**config.mk**
```make
export PLATFORM = sky130hd
export DESIGN_NAME = uart_ring_buffer_frame_sync
export DESIGN_NICKNAME = d
export VERILOG_FILES = /design/src/sv/urbfs_pkg.sv /design/src/sv/uart_ring_buffer_frame_sync.sv /design/src/sv/urbfs_ram.sv
export SDC_FILE = /design/constraint.sdc
export NUM_CORES = 1
export LEC_CHECK = 0
export ABC_CLOCK_PERIOD_IN_PS = 7800
export BUFFER_PORTS_ARGS = -buffer_cell sky130_fd_sc_hd__buf_2
export CAP_MARGIN = 20
export CORE_MARGIN = 8
export CORE_UTILIZATION = 40
export DETAILED_ROUTE_END_ITERATION = 12
export GPL_TIMING_DRIVEN = 0
export PLACE_DENSITY = 0.53
export SETUP_SLACK_MARGIN = 0.05
export SYNTH_ARGS = -nofsm -noshare
export SYNTH_HDL_FRONTEND = slang
export SYNTH_SLANG_ARGS = --single-unit
```
**constraint.sdc**
```tcl
create_clock -name clk -period 7.8 [get_ports clk]
set_input_delay 0.39 -clock clk [delete_from_list [all_inputs] [get_ports clk]]
set_output_delay 0.39 -clock clk [all_outputs]
set_load 0.02 [all_outputs]
```
**src/sv/urbfs_pkg.sv**
```systemverilog
`timescale 1ns / 1ps
// ----------------------------------------------------------------------------
// UART ring buffer package
// Shared sizes, action codes and register indexes for the UART ring buffer
// with frame resynchronization.
// ----------------------------------------------------------------------------
package urbfs_pkg;

  localparam int RX_DEPTH  = 32;
  localparam int TX_DEPTH  = 32;
  localparam int FRAME_LEN = 8;
  localparam int TRIM_KEEP = 15;

  localparam int RX_IDX_W  = $clog2(RX_DEPTH);
  localparam int TX_IDX_W  = $clog2(TX_DEPTH);
  localparam int BYTE_W    = 8;
  localparam int ERR_W     = 4;
  localparam int FILL_W    = 5;
  localparam int ACT_W     = 3;
  localparam int CFG_IDX_W = 1;

  localparam logic [ERR_W-1:0] ERR_OVERFLOW = 4'b1000;

  localparam logic [ACT_W-1:0] ACT_RX_BYTE  = 3'd0;
  localparam logic [ACT_W-1:0] ACT_READ     = 3'd1;
  localparam logic [ACT_W-1:0] ACT_WRITE    = 3'd2;
  localparam logic [ACT_W-1:0] ACT_TX_READY = 3'd3;
  localparam logic [ACT_W-1:0] ACT_COUNT    = 3'd4;
  localparam logic [ACT_W-1:0] ACT_TRIM     = 3'd5;
  localparam logic [ACT_W-1:0] ACT_RESYNC   = 3'd6;

  localparam logic [CFG_IDX_W-1:0] REG_START_CHAR = 1'd0;
  localparam logic [CFG_IDX_W-1:0] REG_END_CHAR   = 1'd1;

  localparam logic [BYTE_W-1:0] START_CHAR_RESET = 8'd83;
  localparam logic [BYTE_W-1:0] END_CHAR_RESET   = 8'd69;

endpackage

```
**src/sv/uart_ring_buffer_frame_sync.sv**
```systemverilog
`timescale 1ns / 1ps
// ----------------------------------------------------------------------------
// UART ring buffer with frame resynchronization
// Receive and transmit byte rings in two RAMs, a sticky line error mask and a
// resync walker dropping receive bytes until a frame leads or too few remain.
// ----------------------------------------------------------------------------
//  Channel   Handshake             Contents
//  in        in_valid / in_stall   action, line_byte, error bits, send_byte
//  out       out_valid / out_stall read_byte, error_mask, status, fill_count
//  cfg       cfg_valid / cfg_ready cfg_index, cfg_data (start and end chars)
//
// One request is handled at a time; a new one is taken once the last result
// has been issued. A read or tx_ready that finds data passes a data state to
// fetch its byte. Resync ends once less than a frame is held; else it checks
// the head for the start char and the frame's last byte for the end char,
// dropping a byte on each mismatch. Reset clears indexes, the error mask and
// the transmitter flag; the RAMs need no clearing. While a result is stalled,
// the next request runs up to its last state and waits there.
// ----------------------------------------------------------------------------
module uart_ring_buffer_frame_sync (
  input  logic                                clk,
  input  logic                                rst,
  input  logic                                in_valid,
  output logic                                in_stall,
  input  logic [urbfs_pkg::ACT_W-1:0]         action,
  input  logic [urbfs_pkg::BYTE_W-1:0]        line_byte,
  input  logic                                framing_error,
  input  logic                                overrun_error,
  input  logic                                parity_error,
  input  logic [urbfs_pkg::BYTE_W-1:0]        send_byte,
  output logic                                out_valid,
  input  logic                                out_stall,
  output logic [urbfs_pkg::BYTE_W-1:0]        read_byte,
  output logic [urbfs_pkg::ERR_W-1:0]         error_mask,
  output logic                                no_data,
  output logic                                send_rejected,
  output logic                                send_valid,
  output logic                                transmitter_armed,
  output logic                                frame_ready,
  output logic [urbfs_pkg::FILL_W-1:0]        fill_count,
  input  logic                                cfg_valid,
  output logic                                cfg_ready,
  input  logic [urbfs_pkg::CFG_IDX_W-1:0]     cfg_index,
  input  logic [urbfs_pkg::BYTE_W-1:0]        cfg_data
);

  localparam int RXW = urbfs_pkg::RX_IDX_W;
  localparam int TXW = urbfs_pkg::TX_IDX_W;
  localparam int BW  = urbfs_pkg::BYTE_W;
  localparam int EW  = urbfs_pkg::ERR_W;

  localparam logic [2:0] ST_IDLE     = 3'd0;
  localparam logic [2:0] ST_EXEC     = 3'd1;
  localparam logic [2:0] ST_RDATA    = 3'd2;
  localparam logic [2:0] ST_TDATA    = 3'd3;
  localparam logic [2:0] ST_RS_CHECK = 3'd4;
  localparam logic [2:0] ST_RS_HEAD  = 3'd5;
  localparam logic [2:0] ST_RS_TAIL  = 3'd6;
  localparam logic [2:0] ST_DONE     = 3'd7;

  logic [2:0]                     state;
  logic [urbfs_pkg::ACT_W-1:0]    act;
  logic [BW-1:0]                  line_q;
  logic [2:0]                     err_q;
  logic [BW-1:0]                  send_q;
  logic [RXW-1:0]                 rx_wr;
  logic [RXW-1:0]                 rx_rd;
  logic [TXW-1:0]                 tx_wr;
  logic [TXW-1:0]                 tx_rd;
  logic [EW-1:0]                  sticky;
  logic                           tx_armed;
  logic [BW-1:0]                  start_char;
  logic [BW-1:0]                  end_char;
  logic                           rs_scan;

  logic [BW-1:0]                  res_byte;
  logic [EW-1:0]                  res_mask;
  logic                           res_nodata;
  logic                           res_rejected;
  logic                           res_valid;
  logic                           res_ready;

  logic [RXW-1:0]                 rx_wr_inc;
  logic [TXW-1:0]                 tx_wr_inc;
  logic                           rx_full;
  logic                           tx_full;
  logic [RXW-1:0]                 rx_fill;
  logic                           rx_we;
  logic                           tx_we;
  logic [RXW-1:0]                 rx_raddr;
  logic [TXW-1:0]                 tx_raddr;
  logic [BW-1:0]                  rx_q;
  logic [BW-1:0]                  tx_q;
  logic                           out_free;

  assign rx_wr_inc = rx_wr + RXW'(1);
  assign tx_wr_inc = tx_wr + TXW'(1);
  assign rx_full   = (rx_wr_inc == rx_rd);
  assign tx_full   = (tx_wr_inc == tx_rd);
  assign rx_fill   = rx_wr - rx_rd;
  assign rx_we     = (state == ST_EXEC) && (act == urbfs_pkg::ACT_RX_BYTE) && !rx_full;
  assign tx_we     = (state == ST_EXEC) && (act == urbfs_pkg::ACT_WRITE) && !tx_full;
  assign tx_raddr  = tx_rd + TXW'(1);
  assign out_free  = !out_valid || !out_stall;
  assign in_stall  = (state != ST_IDLE);
  assign cfg_ready = 1'b1;

  always_comb begin
    rx_raddr = rx_rd + RXW'(1);
    if (state == ST_RS_HEAD) begin
      if ((rx_q == start_char) && !rs_scan) begin
        rx_raddr = rx_rd + RXW'(urbfs_pkg::FRAME_LEN);
      end else begin
        rx_raddr = rx_rd + RXW'(2);
      end
    end
  end

  urbfs_ram #(.WIDTH(BW), .DEPTH(urbfs_pkg::RX_DEPTH)) u_rx_ram (
    .clk   (clk),
    .we    (rx_we),
    .waddr (rx_wr_inc),
    .wdata (line_q),
    .raddr (rx_raddr),
    .rdata (rx_q)
  );

  urbfs_ram #(.WIDTH(BW), .DEPTH(urbfs_pkg::TX_DEPTH)) u_tx_ram (
    .clk   (clk),
    .we    (tx_we),
    .waddr (tx_wr_inc),
    .wdata (send_q),
    .raddr (tx_raddr),
    .rdata (tx_q)
  );

  always_ff @(posedge clk) begin
    if (rst) begin
      start_char <= urbfs_pkg::START_CHAR_RESET;
      end_char   <= urbfs_pkg::END_CHAR_RESET;
    end else if (cfg_valid && cfg_ready) begin
      case (cfg_index)
        urbfs_pkg::REG_START_CHAR: start_char <= cfg_data;
        urbfs_pkg::REG_END_CHAR:   end_char   <= cfg_data;
        default: begin
        end
      endcase
    end
  end

  always_ff @(posedge clk) begin
    if (in_valid && !in_stall) begin
      act    <= action;
      line_q <= line_byte;
      err_q  <= {parity_error, overrun_error, framing_error};
      send_q <= send_byte;
    end
  end

  always_ff @(posedge clk) begin
    if (rst) begin
      state     <= ST_IDLE;
      rx_wr     <= '0;
      rx_rd     <= '0;
      tx_wr     <= '0;
      tx_rd     <= '0;
      sticky    <= '0;
      tx_armed  <= 1'b0;
      rs_scan   <= 1'b0;
      out_valid <= 1'b0;
    end else begin
      if (out_valid && !out_stall && (state != ST_DONE)) begin
        out_valid <= 1'b0;
      end
      case (state)
        ST_IDLE: begin
          if (in_valid) begin
            state <= ST_EXEC;
          end
        end
        ST_EXEC: begin
          res_byte     <= '0;
          res_mask     <= ((act == urbfs_pkg::ACT_READ) && (rx_wr != rx_rd)) ? sticky : '0;
          res_nodata   <= (act == urbfs_pkg::ACT_READ) && (rx_wr == rx_rd);
          res_rejected <= (act == urbfs_pkg::ACT_WRITE) && tx_full;
          res_valid    <= (act == urbfs_pkg::ACT_TX_READY) && (tx_wr != tx_rd);
          res_ready    <= 1'b0;
          rs_scan      <= 1'b0;
          case (act)
            urbfs_pkg::ACT_RX_BYTE: begin
              state <= ST_DONE;
              if (rx_full) begin
                sticky <= sticky | urbfs_pkg::ERR_OVERFLOW;
              end else begin
                rx_wr  <= rx_wr_inc;
                sticky <= sticky | {1'b0, err_q};
              end
            end
            urbfs_pkg::ACT_READ: begin
              if (rx_wr == rx_rd) begin
                state <= ST_DONE;
              end else begin
                rx_rd  <= rx_rd + RXW'(1);
                sticky <= '0;
                state  <= ST_RDATA;
              end
            end
            urbfs_pkg::ACT_WRITE: begin
              state <= ST_DONE;
              if (!tx_full) begin
                tx_wr    <= tx_wr_inc;
                tx_armed <= 1'b1;
              end
            end
            urbfs_pkg::ACT_TX_READY: begin
              if (tx_wr != tx_rd) begin
                tx_rd <= tx_rd + TXW'(1);
                state <= ST_TDATA;
              end else begin
                tx_armed <= 1'b0;
                state    <= ST_DONE;
              end
            end
            urbfs_pkg::ACT_TRIM: begin
              state <= ST_DONE;
              if ((rx_fill > RXW'(urbfs_pkg::RX_DEPTH / 2)) &&
                  (rx_fill > RXW'(urbfs_pkg::TRIM_KEEP))) begin
                rx_rd <= rx_wr - RXW'(urbfs_pkg::TRIM_KEEP);
              end
            end
            urbfs_pkg::ACT_RESYNC: begin
              state <= ST_RS_CHECK;
            end
            default: begin
              state <= ST_DONE;
            end
          endcase
        end
        ST_RDATA: begin
          res_byte <= rx_q;
          state    <= ST_DONE;
        end
        ST_TDATA: begin
          res_byte <= tx_q;
          state    <= ST_DONE;
        end
        ST_RS_CHECK: begin
          if (rx_fill < RXW'(urbfs_pkg::FRAME_LEN)) begin
            state <= ST_DONE;
          end else begin
            state <= ST_RS_HEAD;
          end
        end
        ST_RS_HEAD: begin
          if (rx_q == start_char) begin
            if (rs_scan) begin
              rs_scan <= 1'b0;
              state   <= ST_RS_CHECK;
            end else begin
              state <= ST_RS_TAIL;
            end
          end else begin
            rx_rd   <= rx_rd + RXW'(1);
            rs_scan <= 1'b1;
            if ((rx_rd + RXW'(1)) == rx_wr) begin
              state <= ST_DONE;
            end
          end
        end
        ST_RS_TAIL: begin
          if (rx_q == end_char) begin
            res_ready <= 1'b1;
            state     <= ST_DONE;
          end else begin
            rx_rd <= rx_rd + RXW'(1);
            state <= ST_RS_CHECK;
          end
        end
        ST_DONE: begin
          if (out_free) begin
            out_valid <= 1'b1;
            state     <= ST_IDLE;
          end
        end
        default: begin
          state <= ST_IDLE;
        end
      endcase
    end
  end

  always_ff @(posedge clk) begin
    if ((state == ST_DONE) && out_free) begin
      read_byte         <= res_byte;
      error_mask        <= res_mask;
      no_data           <= res_nodata;
      send_rejected     <= res_rejected;
      send_valid        <= res_valid;
      transmitter_armed <= tx_armed;
      frame_ready       <= res_ready;
      fill_count        <= urbfs_pkg::FILL_W'(rx_fill);
    end
  end

`ifndef SYNTHESIS
  a_result_from_done: assert property (@(posedge clk) disable iff (rst)
    $rose(out_valid) |-> $past(state) == ST_DONE)
    else $error("result appeared without passing the done state");

  a_armed_when_pending: assert property (@(posedge clk) disable iff (rst)
    (tx_wr != tx_rd) |-> tx_armed)
    else $error("transmit ring holds bytes while the transmitter is disarmed");

  a_frame_has_bytes: assert property (@(posedge clk) disable iff (rst)
    (out_valid && frame_ready) |-> (fill_count >= urbfs_pkg::FILL_W'(urbfs_pkg::FRAME_LEN)))
    else $error("frame reported with fewer bytes than a frame");
`endif

endmodule

```
**src/sv/urbfs_ram.sv**
```systemverilog
`timescale 1ns / 1ps
// ----------------------------------------------------------------------------
// Generic RAM
// Simple dual-port memory with one write port and one registered read port.
// ----------------------------------------------------------------------------
module urbfs_ram #(
  parameter int WIDTH = 8,
  parameter int DEPTH = 32
) (
  input  logic                     clk,
  input  logic                     we,
  input  logic [$clog2(DEPTH)-1:0] waddr,
  input  logic [WIDTH-1:0]         wdata,
  input  logic [$clog2(DEPTH)-1:0] raddr,
  output logic [WIDTH-1:0]         rdata
);

  logic [WIDTH-1:0] mem [DEPTH];

  always_ff @(posedge clk) begin
    if (we) begin
      mem[waddr] <= wdata;
    end
    rdata <= mem[raddr];
  end

endmodule
```
==> results of run 1 <==
[cell families (layout without fill, tap and decap cells)]
group	count (synthesis)	in the layout	share of synthesized area, %
DFF	634	634	72.1
and+or+nand+nor	288	288	5.62
muxes	230	230	14.7
AOI/OAI and AO/OA	110	110	3.00
buffers and inverters	83	314	1.53
xor gates and xnor gates	60	60	2.17
adders and majority gates	18	18	0.910
other	1	1	0.0147
[synthesized netlist by cell type (7+ instances only)]
library cell and n:
edfxtp_1 572, mux4_2 112, nor2_1 107, mux2i_1 76
nand2_1 67, dfxtp_1 62, mux2_2 34, clkbuf_1 31
xnor2_1 31, nand3_1 27, a21oi_1 26, xor2_1 25
buf_2 24, inv_1 18, ha_1 17, a22o_1 16
o22ai_1 16, o21ai_0 13, nor3_1 11, and2_1 10
nor2b_1 9, mux2_1 8, nor4_2 8, nand3b_1 7
[area by class of cell]
cell class,count,area share (%)
Buffer,65,1.09
Tap cell,846,3.56
Clock inverter,37,1.06
Sequential cell,634,62.0
Inverter,18,0.227
Multi-Input combinational cell,707,22.8
Timing Repair Buffer,103,3.07
Clock buffer,91,6.30
[per-stage QoR]
step | cell area, um^2 | hold slack [ns]
floorplan | 25600 | 0.400
global placement | 26900 | 0.407
detailed placement | 27100 | 0.405
CTS | 29500 | 0.00336
global route | 29700 | 0.0205
finish | 29700 | 0.0290
[worst reg2reg max path: stages (launching register included)]
cell	delay, ns
dfxtp_1	0.43
ha_1	0.32
xnor2_1	0.47
nand2_1	0.11
o211ai_1	0.13
a2111oi_2	0.17
nor2_1	0.72
nand2_1	0.62
nor2_1	0.84
[timing repair]
item	CTS	global route
resized for setup	0	0
hold buffers	22	0
endpoints found under the hold margin	22	0
buffers inserted	0	0
[metal layers]
layer  vias up  part of all wire (%)
met5         -                     0
met4         0                   2.4
met3        90                   6.8
met2       370                    45
met1      6840                    46
li1       6007                     -
[power by group]
part	switching, mW	total [mW]	internal (mW)
registers	0.171	4.11	3.94
logic	0.779	1.38	0.599
clock network	1.33	3.14	1.81
[worst max-delay path by stage]
stage / startpoint / to / slack (ns) / cells after the start
finish: rx_wr[1]$_SDFFE_PP0P_ / u_rx_ram.mem[8][3]$_DFFE_PP_ / 3.61 / 8
global placement: tx_wr[0]$_SDFFE_PP0P_ / u_tx_ram.mem[19][5]$_DFFE_PP_ / 3.53 / 7
global route: rx_wr[1]$_SDFFE_PP0P_ / u_rx_ram.mem[25][5]$_DFFE_PP_ / 3.32 / 8
CTS: rx_wr[1]$_SDFFE_PP0P_ / u_rx_ram.mem[25][5]$_DFFE_PP_ / 3.60 / 8
detailed placement: rx_wr[1]$_SDFFE_PP0P_ / u_rx_ram.mem[25][5]$_DFFE_PP_ / 3.64 / 8
floorplan: tx_wr[2]$_SDFFE_PP0P_ / u_tx_ram.mem[19][0]$_DFFE_PP_ / 4.92 / 8
==> results.md, run 1 <==
* Status: finished clean
* HP Class: in -> reg
* Starting density of the core at 40.5%
* Buf/Inv on CP at 0
* Final Hold Fails at 0
* CP peak stage delay at 0.84 ns
* Final Critical Period at 4.19 ns
* Required @ worst endpoint at 8.02 ns
* Most used routing layer: met2
* Post-synth ARST share at 0%
* TNS Setup at 0 ns
* Synth area leader: edfxtp_1
* Worst Path Max Fanout at 10
* Layout area overhead at 16.3%
* Power, Total at 8.63 mW
* Commonest non-fill, non-tap cells in the layout: edfxtp_1, mux4_2, nor2_1, buf_2, mux2i_1
* Post-DP HPWL at 40800 um
* Drt first pass iters at 5
* Clk sinks at 634
* CTS tree: built
* Top delay family on crit path: simple AND/OR/NAND/NOR gates
* Worst-Skew Late Latency at 0.61 ns
* Total Die Area at 72200 um^2
* Min setup slack post-route at 3.61 ns
* Post-synth top area share at 67.2%
* Synth Flop Type: edfxtp_1
* WL final at 60100 um
* Antenna violations before repair at 2
* Pwr per Cell Area at 290 nW/um^2
* Most common cell after layout, fill and taps aside: edfxtp_1
* Vias in the first global route at 13.5k
* Worst path cell trace: ha_1, xnor2_1, nand2_1, o211ai_1, a2111oi_2, nor2_1, nand2_1, nor2_1
* Slew Limit Fails at 0
* Multi-input logic area at 6760 um^2
* Fin util at 47.1%
* Fin Clk Skew at 0.0217 ns
* Syn_area_per_cell at 17.9 um^2
* Syn Inst Count at 1424
* Leakage at 9.92 nW
* RSZ-0062 raised after global routing: no
* Post-synth EDFFs at 572
* VDD IR max at 152 uV
* Cell Area, Synth at 25600 um^2
* Slew HR at 24.4%
* Filler cell count at 5467
* Setup crit start kind: register
* Via Count at 13.3k
* Share of post-route cells with drive strength above 1 at 23.1%
* Least-Margin Pin Slew at 1.13 ns
* Root Buffer: clkbuf_16
* H-tree depth at 3
* Top Registers: u_rx_ram.mem: 256 flops, u_tx_ram.mem: 256 flops
* Reg-to-Reg End: u_rx_ram.mem[8][3]$_DFFE_PP_
* RR Startpoint: rx_wr[1]$_SDFFE_PP0P_
* First-pass GRT wire length at 88800 um
* Core ar. at 63100 um^2
* Critical-path top delay cell: nor2_1
* Grt met2 use at 25.6%
* Vias/cell at 5.32
* Total I/O pin count at 61
* Max-cap violations at 0
* Buffers on Ports at 58
* Hold Path Origin: cfg_data[4]
* Clock transition at the registers of the reported paths at 0.06 ns
* Top post-synthesis cells by area: edfxtp_1, mux4_2, dfxtp_1
* WHS Endpoint: start_char[4]$_SDFFE_PP1P_
* DRT iter0 DRCs at 1065
* Final Non-Filler Cells at 2501
* Seq cells post-synth at 634
* Post-DRT Antenna Nets at 0
* Synth Net Count at 1478
* Tot GR Track Use at 16.8%
* Num CTS Buffers at 71
* Final period utilization at 53.7%
* DIE WIDTH at 269 um
* GR Util met1 at 23.9%
* Final GP Congestion at 0.851
* Height of the die at 269 um
* Critical Path AT at 4.41 ns
* DRC Markers at 0
* R2r worst-path depth at 8
* Reg2Reg Setup Slack at 3.61 ns
* WL per Instance at 24.0 um
* Max Root-Sink Buffers at 3
* Pre-CTS WS at 3.64 ns
* Layout net count at 1654
* Inserted Diodes at 0
* Synth cell types at 68
* Met3 Use GR at 3.74%
* Placed cells at 2341
* Achievable frequency at 0.239 GHz
* Final setup vio count at 0
* Register area at 18400 um^2
* # rows at 92
* Largest net degree at the start of global routing at 33
* Ys Warns at 0
* Worst hold stages at 3
* Worst setup EP type: register
* Remaining Overflow, GRT at 0
* WS Path Type: reg -> reg
* Seq/Total Area, Yosys at 72.1%
(Power assumes the default switching activity.)
==> run 2, diff against run 1 <==
- ABC_AREA: unset -> 1
- ABC_CLOCK_PERIOD_IN_PS: 7800 -> 4300
- clock period: 7.8 -> 4.3 ns (I/O delays scaled with it)
==> run 2 against run 1 <==
Register-to-register slack got worse by 2.7 ns. Worst hold slack improved by 0.017 ns. Clock power rose by 86%. Combinational power rose to 3.8 times the previous value. Sequential share of layout area fell by 2.4 points. Largest cell class unchanged.
==> results.md, run 2 <==
* Setup crit start kind: register
* Fin util at 47.1% (-0.049 points)
* Design internal power at 12.5 mW (+96%)
* Syn_area_per_cell at 12.1 um^2 (-33%)
* Required @ worst endpoint at 4.53 ns (-3.49 ns)
* Seq cells post-synth at 634 (unchanged)
* Most common cell after layout, fill and taps aside: edfxtp_1
* Met3 WL post-DR at 4730 um (+16%)
* Leakage at 11.0 nW (+11%)
* Synth cell types at 42 (-38%)
* DIE WIDTH at 274 um (+1.8%)
* H-tree depth at 3 (unchanged)
* Final Non-Filler Cells at 3299 (+32%)
* Worst setup EP type: register
* Share of post-route cells with drive strength above 1 at 10.9% (-12 points)
* Vias/cell at 5.24 (-1.6%)
* Post-synth EDFFs at 572 (unchanged)
* Clock transition at the registers of the reported paths at 0.06 ns (about the same)
* # rows at 94 (+2.2%)
* Pwr per Cell Area at 609 nW/um^2 (+110%)
* Worst-Skew Late Latency at 0.62 ns (about the same)
* Top Registers: u_rx_ram.mem: 256 flops, u_tx_ram.mem: 256 flops
* Filler cell count at 5865 (+7.3%)
* Combinational power share at 27.5% (+12 points)
* Slew Limit Fails at 0 (unchanged)
* Final setup vio count at 0 (unchanged)
* Post-synth top area share at 64.8% (-2.4 points)
* Buffers on Ports at 59 (+1.7%)
* Vias in the first global route at 17.3k (+28%)
* Placed cells at 3139 (+34%)
* Metal2 WL at 35000 um (+28%)
* Remaining Overflow, GRT at 0 (unchanged)
* Worst Path Max Fanout at 8 (-2)
* WS Path Type: reg -> reg
* Critical Path AT at 3.62 ns (-0.79 ns)
* Antenna violations before repair at 2 (unchanged)
* Post-DRT Antenna Nets at 0 (unchanged)
* Synth Flop Type: edfxtp_1
* Status: finished clean
* Layout net count at 2436 (+47%)
* Power, Total at 18.9 mW (+120%)
* Synth area leader: edfxtp_1
* Final period utilization at 78.7% (+25 points)
* Core ar. at 65700 um^2 (+4.2%)
* Final Hold Fails at 0 (unchanged)
* Slew HR at 36.3% (+12 points)
* Metal-1 WL at 30000 um (+9.5%)
* Max-cap violations at 0 (unchanged)
* VDD IR max at 331 uV (+120%)
* Ys Warns at 0 (unchanged)
* Layout area overhead at 16.7%
* Post-DP HPWL at 50700 um (+24%)
* Num CTS Buffers at 71 (unchanged)
* Switching part of the total at 33.9% (+7.5 points)
* Reg power frac at 41.5% (-6.1 points)
* Total Die Area at 74800 um^2 (+3.5%)
* First-pass GRT wire length at 108000 um (+22%)
* Max Root-Sink Buffers at 3 (unchanged)
* CTS tree: built
* Seq/Total Area, Yosys at 69.4% (-2.6 points)
* Fin Clk Skew at 0.0348 ns (+0.0131 ns)
* Via Count at 17.3k (+30%)
* TNS Setup at 0 ns (unchanged)
* Most frequent cells after synthesis: edfxtp_1, nand2_1, nand3_1, nor2_1, inv_1
* Clock Power Share at 31.0% (-5.4 points)
* DRT iter0 DRCs at 1434 (+35%)
* Min setup slack post-route at 0.914 ns (-2.69 ns)
* DRC Markers at 0 (unchanged)
* Count leader, synth: edfxtp_1
* Syn Inst Count at 2198 (+54%)
* Least-Margin Pin Slew at 0.955 ns (-0.171 ns)
* Clk sinks at 634 (unchanged)
* RSZ-0062 raised after global routing: no
* WL per Instance at 21.7 um (-9.7%)
* Starting density of the core at 40.3% (-0.18 points)
* Highest metal used: met4
* Total I/O pin count at 61 (unchanged)
* Commonest non-fill, non-tap cells in the layout: edfxtp_1, nand2_1, nand3_1, nor2_1, inv_1
* Post-synth ARST share at 0% (unchanged)
* WL final at 71600 um (+19%)
* Cell Area, Synth at 26500 um^2 (+3.8%)
* Tot GR Track Use at 19.1% (+2.3 points)
* Synth Net Count at 2252 (+52%)
* Top post-synthesis cells by area: edfxtp_1, nand2_1, dfxtp_1
* NetSw at 6.40 mW (+180%)
* Largest net degree at the start of global routing at 26 (-21%)
* Drt first pass iters at 5 (unchanged)
* HP Class: in -> reg
* Reg2Reg Setup Slack at 0.91 ns (-2.69 ns)
* Pre-CTS WS at 0.921 ns (-2.72 ns)
* Height of the die at 274 um (+1.8%)
* Final GP Congestion at 0.914 (+7.4%)
* Achievable frequency at 0.295 GHz (+24%)
* Root Buffer: clkbuf_16
* Final Critical Period at 3.39 ns (-0.805 ns)
-- run 2: cell count changes in the layout (fill, tap and decap cells not counted), sizes merged, moves of 24 or more --
| cell | delta |
|---|---|
| o221ai | +61 |
| mux2i | +34 |
| nor2 | +90 |
| clkbuf | +24 |
| o21ai | +96 |
| nand3 | +192 |
| inv | +142 |
| nand2 | +374 |
| mux4 | -112 |
| mux2 | -42 |
-- run 2: area by class of cell --
cell class | instances | area (um^2) | share of cell area (%)
antenna | 1 | 2.50 | 0.00808
buffer | 102 | 520 | 1.68
clock buffer | 97 | 2000 | 6.46
clock inverter | 28 | 241 | 0.780
inverter | 159 | 597 | 1.93
multi-input combinational | 1303 | 7000 | 22.6
sequential | 634 | 18400 | 59.5
tap | 864 | 1080 | 3.49
timing repair buffer | 111 | 1090 | 3.53
-- run 2: logic make-up after synthesis --
| logic type | Yosys count | share of synthesized area [%] |
|---|---|---|
| flops | 634 | 69.4 |
| mux | 110 | 4.15 |
| other cells | 1 | 0.0141 |
| compound gates | 243 | 5.67 |
| xor+xnor | 34 | 1.24 |
| buf+inv | 261 | 4.21 |
| simple gates | 897 | 14.4 |
| fa+ha+maj | 18 | 0.877 |
-- run 2: final timing paths --
check                            start                             to  depth (start not counted)
min reg2reg  res_mask[2]$_SDFFCE_PN0P_        error_mask[2]$_DFFE_PP_                          0
min                          cfg_index     start_char[6]$_SDFFE_PP1P_                          3
max reg2reg      rx_wr[0]$_SDFFE_PP0P_  u_rx_ram.mem[20][7]$_DFFE_PP_                         10
max              rx_wr[0]$_SDFFE_PP0P_  u_rx_ram.mem[20][7]$_DFFE_PP_                         10
-- run 2: layer usage --
layer  track usage (%)  vias to the layer above
met5                 0                        -
met2              32.6                      619
met3              3.34                      127
met4              6.27                        0
li1                  -                     8173
met1              24.5                     8361
-- run 2: timing repair --
item                       CTS  global route
gates resized for setup      0             0
hold endpoints to repair    41             0
setup endpoints to repair    0             0
buffers inserted             0             0
hold buffers                33             0
-- run 2: critical path: stages, from the launching register on --
cell and delay (ns):
dfxtp_1 0.49, ha_1 0.26, xor2_2 0.31, inv_2 0.14, nor2_1 0.11, nor4b_1 0.06, nand2_1 0.10, nand3_2 0.13
inv_2 0.13, nand2_1 0.40, nor2_1 0.85
-- run 2: power groups by stage --
| stage | registers [mW] | clock network, mW | logic [mW] |
|---|---|---|---|
| 6_report | 7.83 | 5.84 | 5.19 |
| 5_1_grt | 7.89 | 6.20 | 5.67 |
| 4_1_cts | 7.85 | 5.96 | 5.17 |
| 3_5_place_dp | 7.98 | 0 | 5.13 |
| 3_3_place_gp | 8.26 | 0 | 4.54 |
| 2_1_floorplan | 7.86 | 0 | 3.01 |
-- run 2: stage by stage --
stage | instance area, um^2 | hold WS, ns
6_report | 31000 | 0.0462
3_3_place_gp | 27900 | 0.394
3_5_place_dp | 28400 | 0.393
2_1_floorplan | 26500 | 0.284
5_1_grt | 31000 | 0.0562
4_1_cts | 30900 | 0.00476
==> run 3, diff against run 2 <==
- ABC_CLOCK_PERIOD_IN_PS: 4300 -> 2930
- PLACE_DENSITY: 0.53 -> 0.55
- clock period: 4.3 -> 2.93 ns (I/O delays scaled with it)
==> run 3 against run 2 <==
Global-route usage hardly changed. Fmax up 22%. Sequential share of layout area fell by 2.1 points. Clock power grew 46%. Critical path depth down 2. Core utilization increased by 1.7 points. Register-to-register slack lost 0.76 ns. Clock skew is 0.0084 ns lower.
==> results.md, run 3 (synthesis results as in run 2) <==
* Status: finished clean
* Fin Clk Skew at 0.0264 ns (-0.00839 ns)
* HP Class: in -> reg
* Worst path cell trace: clkbuf_2, nand3_1, xor2_1, clkbuf_1, nand3_1, nand2_1, nor2_1, a31oi_1
* Fin util at 48.8% (+1.7 points)
* First-pass GRT wire length at 108000 um (+0.34%)
* TNS Setup at 0 ns (unchanged)
* WL final at 72800 um (+1.6%)
* Switching part of the total at 34.4% (+0.52 points)
* Final Non-Filler Cells at 3341 (+1.3%)
* Reg power frac at 41.4% (about the same)
* Num CTS Buffers at 71 (unchanged)
* Clock transition at the registers of the reported paths at 0.06 ns (about the same)
* WL per Instance at 21.8 um (+0.33%)
* WS Path Type: reg -> reg
* Drt first pass iters at 5 (unchanged)
* Least-Margin Pin Slew at 0.867 ns (-0.0883 ns)
* Clock Power Share at 30.7% (-0.3 points)
* Vias in the first global route at 17.4k (+0.75%)
* Post-DRT Antenna Nets at 0 (unchanged)
* CTS tree: built
* Setup crit start kind: register
* Max Root-Sink Buffers at 3 (unchanged)
* Final Critical Period at 2.78 ns (-0.608 ns)
* DRC Markers at 0 (unchanged)
* Final GP Congestion at 0.909 (-0.51%)
* Tot GR Track Use at 19.1% (-0.027 points)
* DP Area at 28400 um^2 (about the same)
* Final setup vio count at 0 (unchanged)
* Layout area overhead at 21.0%
* Slew Limit Fails at 0 (unchanged)
* H-tree depth at 3 (unchanged)
* Placed cells at 3139 (unchanged)
* Achievable frequency at 0.360 GHz (+22%)
* Top cell by count, worst path: nand3_1
* Final period utilization at 94.8% (+16 points)
* Pwr per Cell Area at 866 nW/um^2 (+42%)
* Design internal power at 18.2 mW (+46%)
* Most common cell after layout, fill and taps aside: edfxtp_1
* Max-cap violations at 0 (unchanged)
* Root Buffer: clkbuf_16
* Vias/cell at 5.31 (+1.4%)
* Via Count at 17.7k (+2.7%)
* DRT iter0 DRCs at 1597 (+11%)
* Largest net degree at the start of global routing at 25 (-3.8%)
* Critical-path top delay cell: xor2_1
* NetSw at 9.56 mW (+50%)
* Share of post-route cells with drive strength above 1 at 15.7% (+4.8 points)
* Filler cell count at 5744 (-2.1%)
* Leakage at 11.4 nW (+3.2%)
* DIE WIDTH at 274 um (unchanged)
* Combinational power share at 27.9% (+0.4 points)
* Antenna violations before repair at 0 (-2)
* Critical Path AT at 3.27 ns (-0.35 ns)
* Layout net count at 2475 (+1.6%)
* # rows at 94 (unchanged)
* Worst Path Max Fanout at 10 (+2)
* Inserted Diodes at 0 (-1)
* Commonest non-fill, non-tap cells in the layout: edfxtp_1, nand2_1, nand3_1, inv_1, nor2_1
* VDD IR max at 503 uV (+52%)
* Buffers on Ports at 59 (unchanged)
* Clk sinks at 634 (unchanged)
* RSZ-0062 raised after global routing: yes
* Design area at 32100 um^2 (+3.6%)
* Worst-Skew Late Latency at 0.62 ns (about the same)
* Remaining Overflow, GRT at 0 (unchanged)
* Slew HR at 42.2% (+5.9 points)
* Height of the die at 274 um (unchanged)
* CP peak stage delay at 0.66 ns (-0.19 ns)
* Post-DP HPWL at 50400 um (-0.63%)
* Starting density of the core at 40.3% (unchanged)
* Final Hold Fails at 0 (unchanged)
* Total Die Area at 74800 um^2 (unchanged)
* Worst setup EP type: register
* Required @ worst endpoint at 3.42 ns (-1.11 ns)
* Top Registers: u_rx_ram.mem: 256 flops, u_tx_ram.mem: 256 flops
* Core ar. at 65700 um^2 (unchanged)
* Total I/O pin count at 61 (unchanged)
## run 3: changes by cell type in the layout (fill, tap and decap cells not counted), moves of 7 or more
cell and delta:
nor2_1 -64, nor2_4 +64, buf_12 +19, buf_4 +15
clkbuf_1 -11, clkinv_2 +7
## run 3: final timing paths
kind | start | to | slack [ns] | cells past startpoint
worst max-delay path | tx_rd[0]$_SDFFE_PP0P_ | u_tx_ram.rdata[5]$_DFF_P_ | 0.15 | 8
worst min-delay path | cfg_valid | end_char[5]$_SDFFE_PP0P_ | 0.06 | 3
worst max register to register | tx_rd[0]$_SDFFE_PP0P_ | u_tx_ram.rdata[5]$_DFF_P_ | 0.15 | 8
worst min register to register | res_byte[6]$_DFFE_PP_ | read_byte[6]$_DFFE_PP_ | 0.42 | 0
## run 3: final cells by class
class / count / area (um^2) / area share, %
Sequential cell: 634 / 18400 / 57.4
Multi-Input combinational cell: 1303 / 7580 / 23.6
Clock buffer: 84 / 1840 / 5.72
Timing Repair Buffer: 150 / 1660 / 5.16
Tap cell: 864 / 1080 / 3.37
Inverter: 159 / 597 / 1.86
Buffer: 102 / 526 / 1.64
Clock inverter: 45 / 380 / 1.19
## run 3: what timing repair did
item / in CTS / in global routing
hold buffers: 37 / 0
endpoints found under the setup margin: 519 / 508
endpoints found under the hold margin: 44 / 0
pin swaps: 9 / 12
gates resized for setup: 115 / 43
setup buffers: 20 / 15
## run 3: power by group through the flow
stage	combinational [mW]	sequential (mW)	clock [mW]
CTS	7.67	11.5	8.68
global route	8.40	11.6	9.01
finish	7.74	11.5	8.53
global placement	6.64	12.1	0
floorplan	4.42	11.5	0
detailed placement	7.52	11.7	0
## run 3: per-stage QoR
stage,total power [mW],hold slack (ns),worst slack [ns]
floorplan,16.0,0.216,0.550
global placement,18.8,0.323,-0.435
detailed placement,19.2,0.325,-0.549
CTS,27.9,0.0432,-0.147
global route,29.0,0.0931,0.0267
finish,27.8,0.0621,0.152
## run 3: worst max-delay path: cells and delay by family, from the launching register on
kind	cells	cell delay [ns]
AO/OA/AOI/OAI	1	0.30
buffers and inverters	2	0.73
AND/OR/NAND/NOR	4	0.56
flip-flops	1	0.38
XOR/XNOR	1	0.66
## run 3: routing by layer
layer / track usage (%) / wire, um
met5: 0 / 0
met2: 31.5 / 35300
met3: 3.14 / 4130
met4: 6.79 / 2310
met1: 25.2 / 31000
